===== src/rtl/dtl_pkg.sv =====
// ----------------------------------------------------------------------------
// dtl_pkg
// shared types and constants of the dusk timed light controller
// ----------------------------------------------------------------------------
package dtl_pkg;

  localparam int LevelW   = 10;
  localparam int MinuteW  = 11;
  localparam int DebW     = 4;
  localparam int DurW     = 9;
  localparam int TickW    = 16;
  localparam int PhaseW   = 2;
  localparam int CfgIdxW  = 3;
  localparam int CfgDataW = 16;

  localparam logic [CfgIdxW-1:0] REG_DARK_THR  = 3'd0;
  localparam logic [CfgIdxW-1:0] REG_LIGHT_THR = 3'd1;
  localparam logic [CfgIdxW-1:0] REG_DEBOUNCE  = 3'd2;
  localparam logic [CfgIdxW-1:0] REG_ON_DUR    = 3'd3;
  localparam logic [CfgIdxW-1:0] REG_OFF_TIME  = 3'd4;
  localparam logic [CfgIdxW-1:0] REG_MAX_COOL  = 3'd5;

  localparam logic [LevelW-1:0]  RST_DARK_THR  = 10'd150;
  localparam logic [LevelW-1:0]  RST_LIGHT_THR = 10'd500;
  localparam logic [DebW-1:0]    RST_DEBOUNCE  = 4'd4;
  localparam int                 RST_ON_DUR    = 120;
  localparam logic [MinuteW-1:0] RST_OFF_TIME  = 11'd1380;
  localparam logic [TickW-1:0]   RST_MAX_COOL  = 16'd5400;

  localparam logic [PhaseW-1:0] PH_IDLE = 2'd0;
  localparam logic [PhaseW-1:0] PH_ON   = 2'd1;
  localparam logic [PhaseW-1:0] PH_COOL = 2'd2;

  localparam logic [DebW-1:0]  RUN_MAX  = '1;
  localparam logic [TickW-1:0] TICK_MAX = '1;

  typedef struct packed {
    logic [LevelW-1:0]  dark_thr;
    logic [LevelW-1:0]  light_thr;
    logic [DebW-1:0]    debounce;
    logic [TickW-1:0]   on_ticks;
    logic [MinuteW-1:0] off_time;
    logic [TickW-1:0]   max_cool;
  } cfg_t;

  typedef struct packed {
    logic              lamp_on;
    logic              indicator;
    logic [PhaseW-1:0] phase;
  } res_t;

endpackage


===== src/rtl/dtl_cfg.sv =====
// ----------------------------------------------------------------------------
// dtl_cfg
// configuration registers, on duration kept as a tick count
// ----------------------------------------------------------------------------
module dtl_cfg #(
  parameter int TICK_SECONDS = 8
) (
  input  logic                          clk,
  input  logic                          rst_n,
  input  logic                          wr_en,
  input  logic [dtl_pkg::CfgIdxW-1:0]   wr_idx,
  input  logic [dtl_pkg::CfgDataW-1:0]  wr_data,
  output dtl_pkg::cfg_t                 cfg
);
  import dtl_pkg::*;

  // minutes * 60 / TICK_SECONDS as one multiply by a scaled reciprocal
  localparam int      RecipShift = 22;
  localparam longint  RecipMul   = ((64'd1 << RecipShift) + TICK_SECONDS - 1) / TICK_SECONDS;
  localparam longint  ScaledMul  = 60 * RecipMul;
  localparam int      MulW       = 29;
  localparam int      ProdW      = DurW + MulW;
  localparam logic [MulW-1:0]  SCALED_V  = MulW'(ScaledMul);
  localparam logic [TickW-1:0] ON_TICKS0 = TickW'(RST_ON_DUR * 60 / TICK_SECONDS);

  cfg_t             cfg_r;
  cfg_t             cfg_nxt;
  logic [ProdW-1:0] prod;

  assign prod = ProdW'(wr_data[DurW-1:0]) * ProdW'(SCALED_V);

  always_comb begin
    cfg_nxt = cfg_r;
    if (wr_en) begin
      case (wr_idx)
        REG_DARK_THR:  cfg_nxt.dark_thr  = wr_data[LevelW-1:0];
        REG_LIGHT_THR: cfg_nxt.light_thr = wr_data[LevelW-1:0];
        REG_DEBOUNCE:  cfg_nxt.debounce  = wr_data[DebW-1:0];
        REG_ON_DUR:    cfg_nxt.on_ticks  = prod[RecipShift +: TickW];
        REG_OFF_TIME:  cfg_nxt.off_time  = wr_data[MinuteW-1:0];
        REG_MAX_COOL:  cfg_nxt.max_cool  = wr_data[TickW-1:0];
        default:       cfg_nxt = cfg_r;
      endcase
    end
  end

  always_ff @(posedge clk) begin
    if (!rst_n) begin
      cfg_r.dark_thr  <= RST_DARK_THR;
      cfg_r.light_thr <= RST_LIGHT_THR;
      cfg_r.debounce  <= RST_DEBOUNCE;
      cfg_r.on_ticks  <= ON_TICKS0;
      cfg_r.off_time  <= RST_OFF_TIME;
      cfg_r.max_cool  <= RST_MAX_COOL;
    end else begin
      cfg_r <= cfg_nxt;
    end
  end

  assign cfg = cfg_r;

endmodule


===== src/rtl/dtl_debounce.sv =====
// ----------------------------------------------------------------------------
// dtl_debounce
// dark and light streak counters and the debounced dark flag
// ----------------------------------------------------------------------------
module dtl_debounce (
  input  logic                        clk,
  input  logic                        rst_n,
  input  logic                        en,
  input  logic [dtl_pkg::LevelW-1:0]  level,
  input  dtl_pkg::cfg_t               cfg,
  output logic                        dark_nxt
);
  import dtl_pkg::*;

  logic [DebW-1:0] dark_run_r, dark_run_nxt;
  logic [DebW-1:0] light_run_r, light_run_nxt;
  logic            dark_flag_r;
  logic            is_dark, is_light;

  assign is_dark  = (level <= cfg.dark_thr);
  assign is_light = (level >= cfg.light_thr);

  always_comb begin
    dark_run_nxt  = '0;
    light_run_nxt = '0;
    if (is_dark) begin
      dark_run_nxt = (dark_run_r == RUN_MAX) ? RUN_MAX : dark_run_r + 1'b1;
    end else if (is_light) begin
      light_run_nxt = (light_run_r == RUN_MAX) ? RUN_MAX : light_run_r + 1'b1;
    end
    if (dark_run_nxt >= cfg.debounce) begin
      dark_nxt = 1'b1;
    end else if (light_run_nxt >= cfg.debounce) begin
      dark_nxt = 1'b0;
    end else begin
      dark_nxt = dark_flag_r;
    end
  end

  always_ff @(posedge clk) begin
    if (!rst_n) begin
      dark_run_r  <= '0;
      light_run_r <= '0;
      dark_flag_r <= 1'b0;
    end else if (en) begin
      dark_run_r  <= dark_run_nxt;
      light_run_r <= light_run_nxt;
      dark_flag_r <= dark_nxt;
    end
  end

endmodule


===== src/rtl/dtl_phase.sv =====
// ----------------------------------------------------------------------------
// dtl_phase
// idle, on and cooldown sequencing with tick counter and on limit
// ----------------------------------------------------------------------------
module dtl_phase (
  input  logic                         clk,
  input  logic                         rst_n,
  input  logic                         en,
  input  logic                         dark,
  input  logic [dtl_pkg::MinuteW-1:0]  minute,
  input  dtl_pkg::cfg_t                cfg,
  output dtl_pkg::res_t                res
);
  import dtl_pkg::*;

  typedef enum logic [PhaseW-1:0] {
    ST_IDLE = PH_IDLE,
    ST_ON   = PH_ON,
    ST_COOL = PH_COOL
  } state_t;

  state_t           state_r, state_nxt;
  logic [TickW-1:0] tick_r, tick_nxt;
  logic [TickW-1:0] limit_r, limit_nxt;
  logic [TickW-1:0] tick_inc;

  assign tick_inc = (tick_r == TICK_MAX) ? TICK_MAX : tick_r + 1'b1;

  always_comb begin
    state_nxt = state_r;
    tick_nxt  = tick_r;
    limit_nxt = limit_r;
    case (state_r)
      ST_ON: begin
        tick_nxt = tick_inc;
        if (tick_inc >= limit_r || minute >= cfg.off_time) begin
          state_nxt = ST_COOL;
          tick_nxt  = '0;
        end
      end
      ST_COOL: begin
        tick_nxt = tick_inc;
        if (!dark || tick_inc >= cfg.max_cool) begin
          state_nxt = ST_IDLE;
          tick_nxt  = '0;
        end
      end
      default: begin
        state_nxt = ST_IDLE;
        if (dark) begin
          state_nxt = ST_ON;
          tick_nxt  = '0;
          limit_nxt = cfg.on_ticks;
        end
      end
    endcase
  end

  always_ff @(posedge clk) begin
    if (!rst_n) begin
      state_r <= ST_IDLE;
      tick_r  <= '0;
      limit_r <= '0;
    end else if (en) begin
      state_r <= state_nxt;
      tick_r  <= tick_nxt;
      limit_r <= limit_nxt;
    end
  end

  assign res.lamp_on   = (state_nxt == ST_ON);
  assign res.indicator = dark && (state_nxt == ST_IDLE);
  assign res.phase     = state_nxt;

endmodule


===== src/rtl/dusk_timed_light_controller.sv =====
// path: input register then result register; the result register takes a tick once
// no stalled result is held, and the result stays on the outputs until out_ready
// throughput: one tick per cycle when not stalled; streak, flag and phase update in
// one pass per cycle; the on limit is worked out from the duration register on write
// reset: synchronous, active low; state idle, streaks and counters zero,
// registers at their default values, both pipeline registers empty
// ----------------------------------------------------------------------------
// dusk_timed_light_controller
// dusk timed lamp controller, one light sample and time of day per tick
// ----------------------------------------------------------------------------
module dusk_timed_light_controller #(
  parameter int TICK_SECONDS = 8
) (
  input  logic                          clk,
  input  logic                          rst_n,
  input  logic                          in_valid,
  output logic                          in_ready,
  input  logic [dtl_pkg::LevelW-1:0]    in_light_level,
  input  logic [dtl_pkg::MinuteW-1:0]   in_minute_of_day,
  output logic                          out_valid,
  input  logic                          out_ready,
  output logic                          out_lamp_on,
  output logic                          out_indicator,
  output logic [dtl_pkg::PhaseW-1:0]    out_phase,
  input  logic                          cfg_valid,
  output logic                          cfg_ready,
  input  logic [dtl_pkg::CfgIdxW-1:0]   cfg_index,
  input  logic [dtl_pkg::CfgDataW-1:0]  cfg_data
);
  import dtl_pkg::*;

  cfg_t               cfg;
  res_t               res;
  res_t               res_r;
  logic               in_valid_r;
  logic               out_valid_r;
  logic [LevelW-1:0]  level_r;
  logic [MinuteW-1:0] minute_r;
  logic               adv;
  logic               dark_nxt;

  assign cfg_ready = 1'b1;
  assign adv       = in_valid_r && (!out_valid_r || out_ready);
  assign in_ready  = !in_valid_r || adv;

  dtl_cfg #(.TICK_SECONDS(TICK_SECONDS)) u_cfg (
    .clk     (clk),
    .rst_n   (rst_n),
    .wr_en   (cfg_valid && cfg_ready),
    .wr_idx  (cfg_index),
    .wr_data (cfg_data),
    .cfg     (cfg)
  );

  dtl_debounce u_debounce (
    .clk      (clk),
    .rst_n    (rst_n),
    .en       (adv),
    .level    (level_r),
    .cfg      (cfg),
    .dark_nxt (dark_nxt)
  );

  dtl_phase u_phase (
    .clk    (clk),
    .rst_n  (rst_n),
    .en     (adv),
    .dark   (dark_nxt),
    .minute (minute_r),
    .cfg    (cfg),
    .res    (res)
  );

  always_ff @(posedge clk) begin
    if (!rst_n) begin
      in_valid_r  <= 1'b0;
      out_valid_r <= 1'b0;
    end else begin
      if (in_ready) begin
        in_valid_r <= in_valid;
      end
      if (adv) begin
        out_valid_r <= 1'b1;
      end else if (out_ready) begin
        out_valid_r <= 1'b0;
      end
    end
  end

  always_ff @(posedge clk) begin
    if (in_valid && in_ready) begin
      level_r  <= in_light_level;
      minute_r <= in_minute_of_day;
    end
    if (adv) begin
      res_r <= res;
    end
  end

  assign out_valid     = out_valid_r;
  assign out_lamp_on   = res_r.lamp_on;
  assign out_indicator = res_r.indicator;
  assign out_phase     = res_r.phase;

endmodule


===== config.mk =====
export PLATFORM = sky130hd
export DESIGN_NAME = dusk_timed_light_controller
export DESIGN_NICKNAME = d
export VERILOG_FILES = /design/src/rtl/dtl_pkg.sv /design/src/rtl/dtl_cfg.sv /design/src/rtl/dtl_debounce.sv /design/src/rtl/dtl_phase.sv /design/src/rtl/dusk_timed_light_controller.sv
export SDC_FILE = /design/constraint.sdc
export NUM_CORES = 1
export LEC_CHECK = 0
export BUFFER_PORTS_ARGS = -buffer_cell sky130_fd_sc_hd__buf_4
export CAP_MARGIN = 40
export CORE_AREA = 3 3 122 113
export DETAILED_ROUTE_END_ITERATION = 8
export DIE_AREA = 0 0 125 116
export GPL_ROUTABILITY_DRIVEN = 0
export PLACE_DENSITY_LB_ADDON = 0.05
export SETUP_SLACK_MARGIN = 0.4
export SYNTH_ARGS = -nofsm -noshare
export SYNTH_HDL_FRONTEND = slang
export SYNTH_SLANG_ARGS = --single-unit

===== constraint.sdc =====
create_clock -name clk -period 4.3 [get_ports clk]
set_input_delay 0.86 -clock clk [delete_from_list [all_inputs] [get_ports clk]]
set_output_delay 0.86 -clock clk [all_outputs]
set_load 0.01 [all_outputs]

==> results.toml <==
[floorplanning]
chipWidth_um = 125
num_io_pins = 52
die_y_um = 116
coreArea_um2 = 12590
die_area_um2 = 14500
rows = 39
start_util_pct = 59.68

[setup_path]
worst-path-buf-inv = 1
crit_type = "register to register"
critPathTopFamily = "compound AO/OA/AOI/OAI gates"
critPathArrivalTime_ps = 3960
critPathSlowestCell = "a2111oi_2"
crit_chain = "ha_1 > a21o_1 > a21o_1 > a21oi_1 > o211a_1 > a31oi_1 > buf_4 > a21o_1 > ha_1 > nand2b_1 > a2111oi_2 > a21oi_2 > o2111ai_2 > a211o_1 > a211oi_2 > or2_1"
worstPathRequired_ps = 4480
setup.worst_path.end_class = "register"
cp_slowest_stage_delay_ps = 420
cp-start-kind = "register"
cp_common_cell = "a21o_1"
path_max_fanout = 7

[clock_tree]
ctsHoldBuffers = 0
clkTransAtPathRegs_ps = 60
root_buffer = "clkbuf_16"
clock_sinks = 129
cts_tree = "yes"
htreeDepth = 4
clock_path_buffers = 2
clock_latency_ps = 430
cts_inserted_buffers = 17

[finish]
regArea_um2 = 2833
fin_nets = 1026
multi_input_area_um2 = 4344
drive_above_1_share_pct = 13.58
n_antenna_cell = 0
area_growth_pct = 16.70
n_fill_cell = 979

[power_and_ir_drop]
power_density_nw_per_um2 = 367.3
vdd_ir_drop_max_uv = 279.3
p_leak_nw = 3.753

[sta]
setup_violations = 0
max_slew.worst_pin.slew_ps = 760.9
max_slew_margin_pct = 49.20
finalHoldViolCount = 0
finalCritPeriodShare_pct = 87.86
post-route-min-period_ps = 3778
grt_setup_unrepaired = "yes"
max_freq_mhz = 264.7
timing.final.ws_setup_ps = 521.9
report.final.slew_viol_count = 0
fin_setup_tns_ps = 0
skew_ps = 9.288

[global_route]
grt_pass1_wl_um = 28590
gr-total-overflow = 0
grt_usage_pct = 24.66
grt_max_degree = 59
antenna_found_initial = 0
grt_pass1_vias = 5881

[run]
drv_cap = 0

[logic_synthesis]
synth_top_cell_by_area = "dfxtp_1"
synth_flop_cell = "dfxtp_1"
post_synth_num_cell_types = 64
syn_area_per_cell_um2 = 9.129
synth_area_um2 = 7513
yosysMostFrequentCell = "nand2_1"
synthTopCellsByArea = "dfxtp_1 28%, ha_1 15%, edfxtp_1 10%, nand2_1 6.4%, fa_1 4.0%"
synth-edff-count = 25
yosys_register_bits = 129
syn-num-nets = 971
yosysSeqAreaShare_pct = 37.70
async_flop_share_pct = 0
synth_top_area_share_pct = 27.71
synth_top_cells_by_count = "128 x nand2_1, 104 x dfxtp_1, 88 x ha_1"
netlist_instances = 823
ys_warn_count = 0

[detailed_routing]
viasPerCell = 5.664
wire_per_inst_um = 16.22
postRouteAntennaNets = 0
wirelength_um = 17110
dr_total_vias = 5976
drcViolationCount = 0
dr.pass1.iters = 5
first_iter_violations = 355

[status]
outcome = "finished, final reports clean"

[place]
place_ws_ps = 293.3
dp_hpwl_um = 12300
portBuffers = 50

[min_path]
min_path_type = "register to register"
cell families after synthesis:
group                    share of synthesized area [%]
AO/OA/AOI/OAI                                    17.05
multiplexers                                     2.448
AND/OR/NAND/NOR                                  16.22
adder cells (fa/ha/maj)                          18.65
other                                          0.04991
flip-flops                                       37.70
XOR/XNOR                                         2.215
buffers and inverters                            5.662
through the flow:
| stage | power [mW] | std cells | area, µm² | utilization (%) | hold slack, ps |
|---|---|---|---|---|---|
| floorplan | 1.621 | 823 | 7513 | - | 436.3 |
| global placement | 1.747 | 1014 | 8018 | 63.69 | 443.8 |
| detailed placement | 1.762 | 1016 | 8040 | 63.86 | 447.2 |
| CTS | 3.231 | 1050 | 8655 | 68.74 | 455.5 |
| global route | 3.357 | 1055 | 8768 | 69.65 | 475.3 |
| finish | 3.221 | 1055 | 8768 | 69.65 | 453.4 |
what timing repair did:
item / 4_1_cts / 5_1_grt
setup buffers: 2 / 4
gates cloned: 0 / 1
pin swaps: 0 / 4
hold endpoints to repair: 0 / 0
resized for setup: 2 / 16
setup endpoints to repair: 32 / 34
final cells by class:
cell class                      instances  area share (%)
Clock buffer                           20           4.980
Clock inverter                         12           1.798
Inverter                               79           3.382
Multi-Input combinational cell        586           49.54
Sequential cell                       129           32.31
Tap cell                              164           2.340
Timing Repair Buffer                   65           5.651
cell usage in the layout, fill, tap and decap left out, types with 17 or more instances in the layout:
| master | count |
|---|---|
| nand3_1 | 19 |
| nand2_1 | 128 |
| inv_1 | 77 |
| ha_1 | 88 |
| dfxtp_1 | 104 |
| a22o_1 | 17 |
| a21oi_1 | 52 |
| o21ai_0 | 23 |
| clkbuf_16 | 17 |
| edfxtp_1 | 25 |
| o211ai_1 | 30 |
| buf_4 | 64 |
| nor2_1 | 30 |
report_power, final:
group | internal (mW) | switching (mW) | total, mW
sequential | 1.27 | 0.0173 | 1.29
combinational | 0.208 | 0.260 | 0.468
clock | 0.913 | 0.552 | 1.46
routing by layer:
layer	vias to the layer above	share of wire, %	global-route usage [%]
met5	-	0	0
met4	0	2.3	8.960
met3	28	5.5	5.899
met2	158	47	40.74
met1	2780	45	31.95
li1	3010	-	-
flip-flops by register name, summed over array words and instances, names as in the netlist:
signal and cells:
out_indicator 1, u_phase.tick_r 16, out_lamp_on 1, in_valid_r 1, u_phase.state_r 2, out_valid 1, u_debounce.dark_flag_r 1, out_phase 2
minute_r 11, u_debounce.dark_run_r 4, level_r 10, u_cfg.cfg 63, u_debounce.light_run_r 4, u_phase.limit_r 12
final timing paths:
check,from,to,slack [ps],cells after the start
worst max-delay path,level_r[3],out_phase[1],520,16
worst min-delay path,u_cfg.cfg[50],u_cfg.cfg[50],450,2
worst max register to register,level_r[3],out_phase[1],520,16
worst min register to register,u_cfg.cfg[50],u_cfg.cfg[50],450,2
worst min-delay path, delay by kind of cell, from the launching register on:
| family | cells | cell delay [ps] |
|---|---|---|
| flip-flops | 1 | 310 |
| AND/OR/NAND/NOR | 1 | 50 |
| AO/OA/AOI/OAI | 1 | 50 |
No activity file was read; power rests on OpenSTA's default activity.
